[config.mk]
export PLATFORM = sky130hd
export DESIGN_NAME = half_open_connection_limiter_top
export DESIGN_NICKNAME = d
export VERILOG_FILES = /design/src/hdl/hocl_pkg.sv /design/src/hdl/half_open_connection_limiter_top.sv /design/src/hdl/hocl_core.sv
export SDC_FILE = /design/constraint.sdc
export NUM_CORES = 2
export LEC_CHECK = 0
export ABC_AREA = 1
export BUFFER_PORTS_ARGS = -buffer_cell sky130_fd_sc_hd__buf_2
export CORE_ASPECT_RATIO = 0.75
export CORE_MARGIN = 1
export CORE_UTILIZATION = 60
export CTS_BUF_LIST = sky130_fd_sc_hd__clkbuf_8
export CTS_CLUSTER_DIAMETER = 60
export DETAILED_ROUTE_END_ITERATION = 12
export GPL_ROUTABILITY_DRIVEN = 0
export PLACE_DENSITY = 0.75
export SLEW_MARGIN = 10
export SYNTH_ARGS = -nofsm -noshare
export SYNTH_HDL_FRONTEND = slang
export SYNTH_HIERARCHICAL = 1
export SYNTH_SLANG_ARGS = --single-unit
[constraint.sdc]
create_clock -name clk -period 7.2 [get_ports clk]
set_clock_uncertainty 0.05 [all_clocks]
set_input_delay 1.8 -clock clk [delete_from_list [all_inputs] [get_ports clk]]
set_output_delay 1.8 -clock clk [all_outputs]
set_load 0.02 [all_outputs]
[src/hdl/hocl_pkg.sv]
package hocl_pkg;

    localparam int QUEUE_DEPTH_DEF = 32;
    localparam int TICKET_BITS_DEF = 16;
    localparam int LIMIT_W = 6;
    localparam int SLACK_W = 16;
    localparam int TICKET_PORT_W = 16;
    localparam int TIMEOUT_W = 16;
    localparam int TIME_W = 32;
    localparam int PRIO_W = 2;
    localparam logic [SLACK_W-1:0] SLACK_RESET = 16'd100;

    typedef enum logic [0:0] {
        REG_LIMIT = 1'b0,
        REG_SLACK = 1'b1
    } reg_index_t;

    typedef enum logic [1:0] {
        ACT_ENQUEUE = 2'd0,
        ACT_DONE    = 2'd1,
        ACT_TICK    = 2'd2,
        ACT_CLOSE   = 2'd3
    } action_t;

    typedef enum logic [1:0] {
        PRIO_BACK   = 2'd0,
        PRIO_FRONT  = 2'd1,
        PRIO_KEEP   = 2'd2,
        PRIO_IGNORE = 2'd3
    } prio_t;

    typedef enum logic [2:0] {
        KIND_QUEUED   = 3'd0,
        KIND_FULL     = 3'd1,
        KIND_REMOVED  = 3'd2,
        KIND_NOTFOUND = 3'd3,
        KIND_START    = 3'd4,
        KIND_TIMEOUT  = 3'd5,
        KIND_ABORT    = 3'd6,
        KIND_END      = 3'd7
    } kind_t;

    typedef enum logic [3:0] {
        ST_IDLE,
        ST_DISPATCH,
        ST_SHIFT_RD,
        ST_SHIFT_WR,
        ST_INSERT,
        ST_PASS_RD,
        ST_PASS_EV,
        ST_PASS_END,
        ST_WALK_RD,
        ST_WALK_EV,
        ST_FINISH
    } state_t;

    typedef struct packed {
        logic                     valid;
        kind_t                    kind;
        logic [TICKET_PORT_W-1:0] tk;
        logic                     last;
    } push_t;

endpackage

[src/hdl/half_open_connection_limiter_top.sv]
// Connection request queue with a limit on how many requests connect at once.
// Each word is one action (enqueue, done, tick or close) and yields one or
// more result words, the final one marked by last. An action is carried out
// step by step: the queue memory is read and written one entry at a time,
// for each entry touched by its compaction or shift pass and for each entry
// visited by the start walk, and an action takes longer while the result side
// stalls. The input is stalled for the whole action. No clearing pass is
// needed after reset.
module half_open_connection_limiter_top
    import hocl_pkg::*;
#(
    parameter int QUEUE_DEPTH = QUEUE_DEPTH_DEF,
    parameter int TICKET_BITS = TICKET_BITS_DEF
)
(
    input  logic                     clk,
    input  logic                     rst_n,
    input  logic                     in_valid,
    output logic                     in_stall,
    input  logic [1:0]               action,
    input  logic [PRIO_W-1:0]        priority_req,
    input  logic [TIMEOUT_W-1:0]     timeout_ticks,
    input  logic [TICKET_PORT_W-1:0] ticket,
    output logic                     out_valid,
    input  logic                     out_stall,
    output logic [2:0]               kind,
    output logic [TICKET_PORT_W-1:0] ticket_out,
    output logic                     last,
    input  logic                     cfg_we,
    input  logic [0:0]               cfg_index,
    input  logic [SLACK_W-1:0]       cfg_data
);

    logic [LIMIT_W-1:0]       limit_reg;
    logic [SLACK_W-1:0]       slack_reg;
    logic                     out_valid_reg;
    logic [2:0]               kind_reg;
    logic [TICKET_PORT_W-1:0] ticket_out_reg;
    logic                     last_reg;
    logic                     out_free;
    push_t                    push;

    assign out_free = !out_valid_reg || !out_stall;

    hocl_core #(
        .QUEUE_DEPTH (QUEUE_DEPTH),
        .TICKET_BITS (TICKET_BITS)
    ) u_core (
        .clk           (clk),
        .rst_n         (rst_n),
        .in_valid      (in_valid),
        .in_stall      (in_stall),
        .action        (action),
        .priority_req  (priority_req),
        .timeout_ticks (timeout_ticks),
        .ticket        (ticket),
        .limit         (limit_reg),
        .slack         (slack_reg),
        .out_free      (out_free),
        .push          (push)
    );

    always_ff @(posedge clk or negedge rst_n)
    begin
        if (!rst_n)
        begin
            limit_reg     <= '0;
            slack_reg     <= SLACK_RESET;
            out_valid_reg <= 1'b0;
        end
        else
        begin
            if (cfg_we)
            begin
                unique case (reg_index_t'(cfg_index))
                    REG_LIMIT: limit_reg <= cfg_data[LIMIT_W-1:0];
                    REG_SLACK: slack_reg <= cfg_data;
                    default:   slack_reg <= slack_reg;
                endcase
            end
            if (push.valid)
            begin
                out_valid_reg <= 1'b1;
            end
            else if (out_free)
            begin
                out_valid_reg <= 1'b0;
            end
        end
    end

    always_ff @(posedge clk)
    begin
        if (push.valid)
        begin
            kind_reg       <= push.kind;
            ticket_out_reg <= push.tk;
            last_reg       <= push.last;
        end
    end

    assign out_valid  = out_valid_reg;
    assign kind       = kind_reg;
    assign ticket_out = ticket_out_reg;
    assign last       = last_reg;

endmodule

[src/hdl/hocl_core.sv]
module hocl_core
    import hocl_pkg::*;
#(
    parameter int QUEUE_DEPTH = QUEUE_DEPTH_DEF,
    parameter int TICKET_BITS = TICKET_BITS_DEF
)
(
    input  logic                     clk,
    input  logic                     rst_n,
    input  logic                     in_valid,
    output logic                     in_stall,
    input  logic [1:0]               action,
    input  logic [PRIO_W-1:0]        priority_req,
    input  logic [TIMEOUT_W-1:0]     timeout_ticks,
    input  logic [TICKET_PORT_W-1:0] ticket,
    input  logic [LIMIT_W-1:0]       limit,
    input  logic [SLACK_W-1:0]       slack,
    input  logic                     out_free,
    output push_t                    push
);

    localparam int AW = (QUEUE_DEPTH > 1) ? $clog2(QUEUE_DEPTH) : 1;
    localparam int CW = $clog2(QUEUE_DEPTH + 1);
    localparam int CMPW = (CW > LIMIT_W) ? CW : LIMIT_W;
    localparam int EW = TICKET_BITS + PRIO_W + 1 + TIMEOUT_W + TIME_W;
    localparam int EXP_LO = 0;
    localparam int TMO_LO = TIME_W;
    localparam int CONN_B = TIME_W + TIMEOUT_W;
    localparam int PRIO_LO = CONN_B + 1;
    localparam int TK_LO = PRIO_LO + PRIO_W;

    logic [EW-1:0] mem [QUEUE_DEPTH];
    logic [EW-1:0] rdata_reg;
    logic          mem_we;
    logic [AW-1:0] mem_wa;
    logic [EW-1:0] mem_wd;
    logic          mem_re;
    logic [AW-1:0] mem_ra;

    state_t                   state_reg, state_next;
    action_t                  act_reg, act_next;
    logic [PRIO_W-1:0]        prio_reg, prio_next;
    logic [TIMEOUT_W-1:0]     tmo_reg, tmo_next;
    logic [TICKET_BITS-1:0]   tk_reg, tk_next;
    logic [CW-1:0]            cnt_reg, cnt_next;
    logic [CW-1:0]            cc_reg, cc_next;
    logic [TICKET_BITS-1:0]   nt_reg, nt_next;
    logic [TIME_W-1:0]        now_reg, now_next;
    logic [TIME_W-1:0]        thr_reg, thr_next;
    logic [CW-1:0]            r_reg, r_next;
    logic [CW-1:0]            w_reg, w_next;
    logic                     found_reg, found_next;
    logic                     pend_valid_reg, pend_valid_next;
    kind_t                    pend_kind_reg, pend_kind_next;
    logic [TICKET_PORT_W-1:0] pend_tk_reg, pend_tk_next;

    logic                     emit_en;
    kind_t                    emit_kind;
    logic [TICKET_PORT_W-1:0] emit_tk;

    logic [TICKET_BITS-1:0] r_tk;
    logic [PRIO_W-1:0]      r_prio;
    logic                   r_conn;
    logic [TIMEOUT_W-1:0]   r_tmo;
    logic [TIME_W-1:0]      r_exp;
    logic [CW-1:0]          r_dec;
    logic                   can_push;
    logic                   full;
    logic                   limit_hit;
    logic                   at_end;
    logic                   drop;
    logic                   stall_pass;
    logic                   stall_walk;
    logic [EW-1:0]          new_entry;
    logic [EW-1:0]          start_entry;

    assign r_tk   = rdata_reg[TK_LO +: TICKET_BITS];
    assign r_prio = rdata_reg[PRIO_LO +: PRIO_W];
    assign r_conn = rdata_reg[CONN_B];
    assign r_tmo  = rdata_reg[TMO_LO +: TIMEOUT_W];
    assign r_exp  = rdata_reg[EXP_LO +: TIME_W];
    assign r_dec  = r_reg - CW'(1);

    assign can_push  = !pend_valid_reg || out_free;
    assign full      = (cnt_reg == CW'(QUEUE_DEPTH));
    assign limit_hit = (limit != '0) && (CMPW'(cc_reg) >= CMPW'(limit));
    assign at_end    = (r_reg == cnt_reg);
    assign in_stall  = (state_reg != ST_IDLE);

    always_comb
    begin
        unique case (act_reg)
            ACT_DONE:  drop = !found_reg && (r_tk == tk_reg);
            ACT_TICK:  drop = r_conn && (r_exp < thr_reg);
            ACT_CLOSE: drop = (r_prio <= PRIO_W'(PRIO_FRONT));
            default:   drop = 1'b0;
        endcase
    end

    assign stall_pass = drop && (act_reg != ACT_DONE) && !can_push;
    assign stall_walk = !r_conn && !can_push;

    assign new_entry = {nt_reg, prio_reg, 1'b0, tmo_reg, TIME_W'(0)};
    assign start_entry = {r_tk, r_prio, 1'b1, r_tmo, now_reg + TIME_W'(r_tmo)};

    always_ff @(posedge clk)
    begin
        if (mem_we)
        begin
            mem[mem_wa] <= mem_wd;
        end
        if (mem_re)
        begin
            rdata_reg <= mem[mem_ra];
        end
    end

    always_comb
    begin
        state_next = state_reg;
        unique case (state_reg)
            ST_IDLE:
            begin
                if (in_valid)
                begin
                    state_next = ST_DISPATCH;
                end
            end
            ST_DISPATCH:
            begin
                unique case (act_reg)
                    ACT_ENQUEUE:
                    begin
                        priority if (prio_reg == PRIO_W'(PRIO_IGNORE))
                        begin
                            state_next = ST_FINISH;
                        end
                        else if (full)
                        begin
                            if (can_push)
                            begin
                                state_next = ST_FINISH;
                            end
                        end
                        else if (prio_reg == PRIO_W'(PRIO_BACK))
                        begin
                            if (can_push)
                            begin
                                state_next = ST_WALK_RD;
                            end
                        end
                        else if (cnt_reg == '0)
                        begin
                            state_next = ST_INSERT;
                        end
                        else
                        begin
                            state_next = ST_SHIFT_RD;
                        end
                    end
                    default:
                    begin
                        state_next = ST_PASS_RD;
                    end
                endcase
            end
            ST_SHIFT_RD:
            begin
                state_next = ST_SHIFT_WR;
            end
            ST_SHIFT_WR:
            begin
                state_next = (r_reg == CW'(1)) ? ST_INSERT : ST_SHIFT_RD;
            end
            ST_INSERT:
            begin
                if (can_push)
                begin
                    state_next = ST_WALK_RD;
                end
            end
            ST_PASS_RD:
            begin
                state_next = at_end ? ST_PASS_END : ST_PASS_EV;
            end
            ST_PASS_EV:
            begin
                if (!stall_pass)
                begin
                    state_next = ST_PASS_RD;
                end
            end
            ST_PASS_END:
            begin
                unique case (act_reg)
                    ACT_DONE:
                    begin
                        if (can_push)
                        begin
                            state_next = found_reg ? ST_WALK_RD : ST_FINISH;
                        end
                    end
                    ACT_TICK:
                    begin
                        state_next = ST_WALK_RD;
                    end
                    default:
                    begin
                        state_next = ST_FINISH;
                    end
                endcase
            end
            ST_WALK_RD:
            begin
                state_next = (at_end || limit_hit) ? ST_FINISH : ST_WALK_EV;
            end
            ST_WALK_EV:
            begin
                if (!stall_walk)
                begin
                    state_next = ST_WALK_RD;
                end
            end
            ST_FINISH:
            begin
                if (out_free)
                begin
                    state_next = ST_IDLE;
                end
            end
            default:
            begin
                state_next = ST_IDLE;
            end
        endcase
    end

    always_comb
    begin
        act_next   = act_reg;
        prio_next  = prio_reg;
        tmo_next   = tmo_reg;
        tk_next    = tk_reg;
        cnt_next   = cnt_reg;
        cc_next    = cc_reg;
        nt_next    = nt_reg;
        now_next   = now_reg;
        thr_next   = thr_reg;
        r_next     = r_reg;
        w_next     = w_reg;
        found_next = found_reg;
        mem_we     = 1'b0;
        mem_wa     = r_reg[AW-1:0];
        mem_wd     = rdata_reg;
        mem_re     = 1'b0;
        mem_ra     = r_reg[AW-1:0];
        emit_en    = 1'b0;
        emit_kind  = KIND_END;
        emit_tk    = '0;
        unique case (state_reg)
            ST_IDLE:
            begin
                if (in_valid)
                begin
                    act_next  = action_t'(action);
                    prio_next = priority_req;
                    tmo_next  = timeout_ticks;
                    tk_next   = TICKET_BITS'(ticket);
                end
            end
            ST_DISPATCH:
            begin
                r_next     = '0;
                w_next     = '0;
                found_next = 1'b0;
                unique case (act_reg)
                    ACT_ENQUEUE:
                    begin
                        priority if (prio_reg == PRIO_W'(PRIO_IGNORE))
                        begin
                            r_next = '0;
                        end
                        else if (full)
                        begin
                            if (can_push)
                            begin
                                emit_en   = 1'b1;
                                emit_kind = KIND_FULL;
                            end
                        end
                        else if (prio_reg == PRIO_W'(PRIO_BACK))
                        begin
                            if (can_push)
                            begin
                                mem_we    = 1'b1;
                                mem_wa    = cnt_reg[AW-1:0];
                                mem_wd    = new_entry;
                                emit_en   = 1'b1;
                                emit_kind = KIND_QUEUED;
                                emit_tk   = TICKET_PORT_W'(nt_reg);
                                cnt_next  = cnt_reg + CW'(1);
                                nt_next   = nt_reg + TICKET_BITS'(1);
                            end
                        end
                        else
                        begin
                            r_next = cnt_reg;
                        end
                    end
                    ACT_TICK:
                    begin
                        now_next = now_reg + TIME_W'(1);
                        thr_next = now_reg + TIME_W'(1) + TIME_W'(slack);
                    end
                    ACT_CLOSE:
                    begin
                        cc_next = '0;
                    end
                    default:
                    begin
                        found_next = 1'b0;
                    end
                endcase
            end
            ST_SHIFT_RD:
            begin
                mem_re = 1'b1;
                mem_ra = r_dec[AW-1:0];
            end
            ST_SHIFT_WR:
            begin
                mem_we = 1'b1;
                mem_wa = r_reg[AW-1:0];
                mem_wd = rdata_reg;
                r_next = r_reg - CW'(1);
            end
            ST_INSERT:
            begin
                if (can_push)
                begin
                    mem_we    = 1'b1;
                    mem_wa    = '0;
                    mem_wd    = new_entry;
                    emit_en   = 1'b1;
                    emit_kind = KIND_QUEUED;
                    emit_tk   = TICKET_PORT_W'(nt_reg);
                    cnt_next  = cnt_reg + CW'(1);
                    nt_next   = nt_reg + TICKET_BITS'(1);
                    r_next    = '0;
                end
            end
            ST_PASS_RD:
            begin
                mem_re = !at_end;
            end
            ST_PASS_EV:
            begin
                if (!stall_pass)
                begin
                    r_next = r_reg + CW'(1);
                    if (drop)
                    begin
                        unique case (act_reg)
                            ACT_DONE:
                            begin
                                found_next = 1'b1;
                                if (r_conn && cc_reg != '0)
                                begin
                                    cc_next = cc_reg - CW'(1);
                                end
                            end
                            ACT_TICK:
                            begin
                                emit_en   = 1'b1;
                                emit_kind = KIND_TIMEOUT;
                                emit_tk   = TICKET_PORT_W'(r_tk);
                                if (cc_reg != '0)
                                begin
                                    cc_next = cc_reg - CW'(1);
                                end
                            end
                            default:
                            begin
                                emit_en   = 1'b1;
                                emit_kind = KIND_ABORT;
                                emit_tk   = TICKET_PORT_W'(r_tk);
                            end
                        endcase
                    end
                    else
                    begin
                        mem_we = 1'b1;
                        mem_wa = w_reg[AW-1:0];
                        mem_wd = rdata_reg;
                        w_next = w_reg + CW'(1);
                        if (act_reg == ACT_CLOSE && r_conn)
                        begin
                            cc_next = cc_reg + CW'(1);
                        end
                    end
                end
            end
            ST_PASS_END:
            begin
                cnt_next = w_reg;
                r_next   = '0;
                if (act_reg == ACT_DONE && can_push)
                begin
                    emit_en   = 1'b1;
                    emit_kind = found_reg ? KIND_REMOVED : KIND_NOTFOUND;
                    emit_tk   = TICKET_PORT_W'(tk_reg);
                end
            end
            ST_WALK_RD:
            begin
                mem_re = !(at_end || limit_hit);
            end
            ST_WALK_EV:
            begin
                if (r_conn)
                begin
                    r_next = r_reg + CW'(1);
                end
                else if (can_push)
                begin
                    mem_we    = 1'b1;
                    mem_wa    = r_reg[AW-1:0];
                    mem_wd    = start_entry;
                    cc_next   = cc_reg + CW'(1);
                    emit_en   = 1'b1;
                    emit_kind = KIND_START;
                    emit_tk   = TICKET_PORT_W'(r_tk);
                    r_next    = r_reg + CW'(1);
                end
            end
            default:
            begin
                r_next = r_reg;
            end
        endcase
    end

    always_comb
    begin
        push            = '0;
        pend_valid_next = pend_valid_reg;
        pend_kind_next  = pend_kind_reg;
        pend_tk_next    = pend_tk_reg;
        if (emit_en)
        begin
            push.valid      = pend_valid_reg;
            push.kind       = pend_kind_reg;
            push.tk         = pend_tk_reg;
            pend_valid_next = 1'b1;
            pend_kind_next  = emit_kind;
            pend_tk_next    = emit_tk;
        end
        else if (state_reg == ST_FINISH && out_free)
        begin
            push.valid      = 1'b1;
            push.kind       = pend_valid_reg ? pend_kind_reg : KIND_END;
            push.tk         = pend_valid_reg ? pend_tk_reg : '0;
            push.last       = 1'b1;
            pend_valid_next = 1'b0;
        end
    end

    always_ff @(posedge clk or negedge rst_n)
    begin
        if (!rst_n)
        begin
            state_reg      <= ST_IDLE;
            cnt_reg        <= '0;
            cc_reg         <= '0;
            nt_reg         <= '0;
            now_reg        <= '0;
            pend_valid_reg <= 1'b0;
        end
        else
        begin
            state_reg      <= state_next;
            cnt_reg        <= cnt_next;
            cc_reg         <= cc_next;
            nt_reg         <= nt_next;
            now_reg        <= now_next;
            pend_valid_reg <= pend_valid_next;
        end
    end

    always_ff @(posedge clk)
    begin
        act_reg       <= act_next;
        prio_reg      <= prio_next;
        tmo_reg       <= tmo_next;
        tk_reg        <= tk_next;
        thr_reg       <= thr_next;
        r_reg         <= r_next;
        w_reg         <= w_next;
        found_reg     <= found_next;
        pend_kind_reg <= pend_kind_next;
        pend_tk_reg   <= pend_tk_next;
    end

endmodule

==> results_tabular.tex <==
\begin{tabular}{lr}
\hline
Metric & Value \\
\hline
\multicolumn{2}{l}{\textbf{Status}} \\
Status & finished, violations left \\
Violations in the final reports & slew limit \\
\multicolumn{2}{l}{\textbf{Clock tree}} \\
Clock Tree Root & sky130\_fd\_sc\_hd\_\_clkbuf\_8 \\
Skew-Pair Late Insertion Delay & 1.07 ns \\
Clock transition at the register clock pins on the worst setup and hold paths after CTS & 0.06 ns \\
H-tree levels & 5 \\
Maximum number of buffers from clock root to sink & 4 \\
\# Post-CTS Setup Buffers & 0 \\
Number of instances resized during post-cts repair & 0 \\
Number of clock sinks seen by CTS & 2386 \\
TritonCTS clock tree & yes \\
TritonCTS buffer count & 362 \\
Number of buffers inserted by hold repair at cts & 0 \\
\multicolumn{2}{l}{\textbf{Routing}} \\
Number of nets still failing antenna checks after routing & 0 \\
Drt drc & 0 \\
Via total after detailed routing & 68550 \\
Total wirelength of the detailed-routed design & 279.8 mm \\
Wirelength per Cell & 26.56 µm \\
Violation count after the first detailed-route iteration & 11120 \\
Vias per Instance & 6.507 \\
Iteration count of the initial detailed-routing pass & 6 \\
\multicolumn{2}{l}{\textbf{Synthesis}} \\
Synthesized instance count & 8011 \\
Yosys synthesis warning count & 6 \\
Top flip-flop cell by instance count after synthesis & sky130\_fd\_sc\_hd\_\_edfxtp\_1 \\
Synth unique cells & 65 \\
Number of enable flip-flop cells after synthesis & 2298 \\
Fraction of the yosys area taken by sequential cells & 0.7174 \\
Mapped Nets & 8156 \\
Share of async-settable or async-resettable flops after synthesis & 0.03688 \\
Seq cells post-synth & 2386 \\
Total standard cell area after synthesis & 0.09926 mm² \\
Post-synthesis area per instance & 12.39 µm² \\
\multicolumn{2}{l}{\textbf{Layout}} \\
Core Util, Final & 0.6667 \\
Fin nets & 8264 \\
Final design instance area without fill & 0.1089 mm² \\
Commonest non-fill, non-tap cells in the layout & sky130\_fd\_sc\_hd\_\_edfxtp\_1, sky130\_fd\_sc\_hd\_\_nor2\_1, sky130\_fd\_sc\_hd\_\_o21ai\_0 \\
P\&R area growth vs syn & 9.720\% \\
Most common library cell in the layout ignoring fill and taps & sky130\_fd\_sc\_hd\_\_edfxtp\_1 \\
Flip-flop count of the largest register after layout & 2112 \\
Cell Count, Final, Fillers Out & 10540 \\
Fraction of layout instances using a drive strength above 1 & 0.09772 \\
\multicolumn{2}{l}{\textbf{STA}} \\
Post-route minimum period & 5.280 ns \\
Slew @ Worst Pin & 1.538 ns \\
Endpoints failing hold & 0 \\
Fin crit share & 0.7333 \\
Slew Viols, Final & 48 \\
Maximum frequency from static timing analysis & 189.4 MHz \\
Final TNS setup & 0 ns \\
Worst hold margin & 0.4326 ns \\
RSZ-0062 raised after global routing & no \\
Final setup fails & 0 \\
Worst slew margin & -0.02558 \\
\multicolumn{2}{l}{\textbf{Setup path}} \\
Depth of the worst register-to-register path & 19 \\
Launch instance of the worst register-to-register path & u\_core/rdata\_reg[1] \\
Origin of the worst setup path & out\_stall \\
CP max stage cell & sky130\_fd\_sc\_hd\_\_nor2\_1 \\
Setup slack of the most critical reg-to-reg path & 2.07 ns \\
Destination of the worst register-to-register timing path & u\_core/mem[30][31] \\
Data arrival time of the worst path & 5.91 ns \\
Worst EP required & 7.83 ns \\
Worst path cell trace & buf\_2 -> nand2\_1 -> nor2\_1 -> inv\_2 -> nor2\_1 -> inv\_1 -> o211ai\_1 -> nand3b\_1 -> nand2\_1 -> inv\_1 -> nand3\_1 -> nor2\_4 -> buf\_4 \\
Critical path launch point type & input port \\
Worst stage delay on the critical path & 0.82 ns \\
Type of element capturing the critical path & flip-flop \\
Type of the setup path with the least slack & in2reg \\
Destination of the critical timing path & u\_core/mem[30][31] \\
Largest driver fanout on the critical path & 25 \\
\multicolumn{2}{l}{\textbf{Power}} \\
Standby leakage power & 37.11 nW \\
Power density cells & 480.2 mW/mm² \\
Max IR drop VDD & 0.0006446 V \\
\multicolumn{2}{l}{\textbf{Floorplan}} \\
Num ports & 80 \\
Floorplan Core Area & 0.1634 mm² \\
Starting density of the core & 0.6077 \\
Die outline area & 0.1671 mm² \\
Cell row count & 128 \\
Die Width & 471.7 µm \\
Die Y & 354.3 µm \\
\multicolumn{2}{l}{\textbf{Global route}} \\
Via count of the first global-routing pass & 64540 \\
Tot GR Track Use & 0.3311 \\
First-pass GRT wire length & 412.2 mm \\
Maximum number of pins on one net before global-route repair & 238 \\
Leftover overflow at the end of global routing & 0 \\
Initial antenna violation count & 5 \\
\multicolumn{2}{l}{\textbf{Placed design}} \\
Number of port buffers & 79 \\
Area after DPL & 0.1024 mm² \\
Detailed placement HPWL & 156.1 mm \\
Instance count after placement with tap cells included & 9900 \\
\multicolumn{2}{l}{\textbf{Job}} \\
Max-capacitance violation count & 0 \\
\multicolumn{2}{l}{\textbf{Min path}} \\
Type of the worst min-delay path & reg2reg \\
\hline
\end{tabular}
-- cells in the mapped netlist, drive strengths merged (2+ instances only) --
master,instances,share of area
o21bai,3,0.00023
or2,5,0.00032
a32o,2,0.00020
nand4,28,0.0018
nor2,2056,0.079
o2111ai,10,0.00088
nor3,45,0.0027
a221oi,4,0.00035
a21o,3,0.00023
nor4,7,0.00057
nand3b,4,0.00030
a22oi,4,0.00030
o21a,6,0.00045
o22ai,137,0.0086
dfrtp,85,0.021
dfstp,3,0.00079
ha,85,0.011
a211oi,7,0.00053
and3,2,0.00013
o211ai,22,0.0017
nand3,106,0.0055
xor2,73,0.0064
o221ai,6,0.00053
o21ai,925,0.047
nand2,645,0.025
o31ai,6,0.00045
o311ai,3,0.00026
a31oi,8,0.00050
clkbuf,257,0.0097
xnor2,24,0.0021
fa,2,0.00040
inv,262,0.010
a21boi,3,0.00023
edfxtp,2298,0.70
a21oi,97,0.0051
clkinv,2,0.000076
and2,2,0.00015
o32ai,531,0.047
buf,237,0.014
-- how the worst min path moves through the flow --
stage / from / to / slack, ns / depth (start not counted)
finish: limit_reg[3] / limit_reg[3] / 0.43 / 2
global route: limit_reg[3] / limit_reg[3] / 0.48 / 2
CTS: limit_reg[3] / limit_reg[3] / 0.44 / 2
detailed placement: limit_reg[3] / limit_reg[3] / 0.42 / 2
global placement: limit_reg[3] / limit_reg[3] / 0.42 / 2
floorplan: limit_reg[2] / limit_reg[2] / 0.39 / 2
-- metal layers --
layer	track usage	share of wire	wire length, µm
met1	0.4779	0.38	106600
met2	0.4780	0.43	120600
met3	0.08444	0.14	39170
met4	0.1483	0.048	13440
met5	0	0.000046	13
-- cell type report --
type / instances / area [µm²]
Antenna cell: 10 / 25.02
Clock buffer: 372 / 5120
Clock inverter: 254 / 1301
Fill cell: 11410 / 54440
Inverter: 264 / 1025
Multi-Input combinational cell: 4867 / 25230
Sequential cell: 2386 / 71210
Tap cell: 2145 / 2684
Timing Repair Buffer: 238 / 2317
-- critical path, delay by kind of cell --
family | cells | cell delay (ns)
buf+inv | 5 | 1.15
compound gates | 1 | 0.22
simple gates | 7 | 2.65
-- cells by family after synthesis --
kind of cell	Yosys count	synth area share
xor gates and xnor gates	97	0.008559
buffers and inverters	758	0.03328
AOI/OAI and AO/OA	1782	0.1146
and+or+nand+nor	2901	0.1150
adders and majority gates	87	0.01112
DFF	2386	0.7174
-- power by group --
group | internal, W | total [W] | leakage (nW) | switching, W
Clock | 0.00514 | 0.0103 | 3.72 | 0.00516
Combinational | 0.00522 | 0.0215 | 11.4 | 0.0163
Sequential | 0.0197 | 0.0205 | 22.0 | 0.000765
-- metrics by stage --
stage          power [W]  setup WS [ns]
2_1_floorplan    0.03370         0.6526
3_3_place_gp     0.04098          1.332
3_5_place_dp     0.04151          1.102
4_1_cts          0.05169          2.166
5_1_grt          0.05431          1.776
6_report         0.05230          1.920
Power figures use the tool's default switching activity.
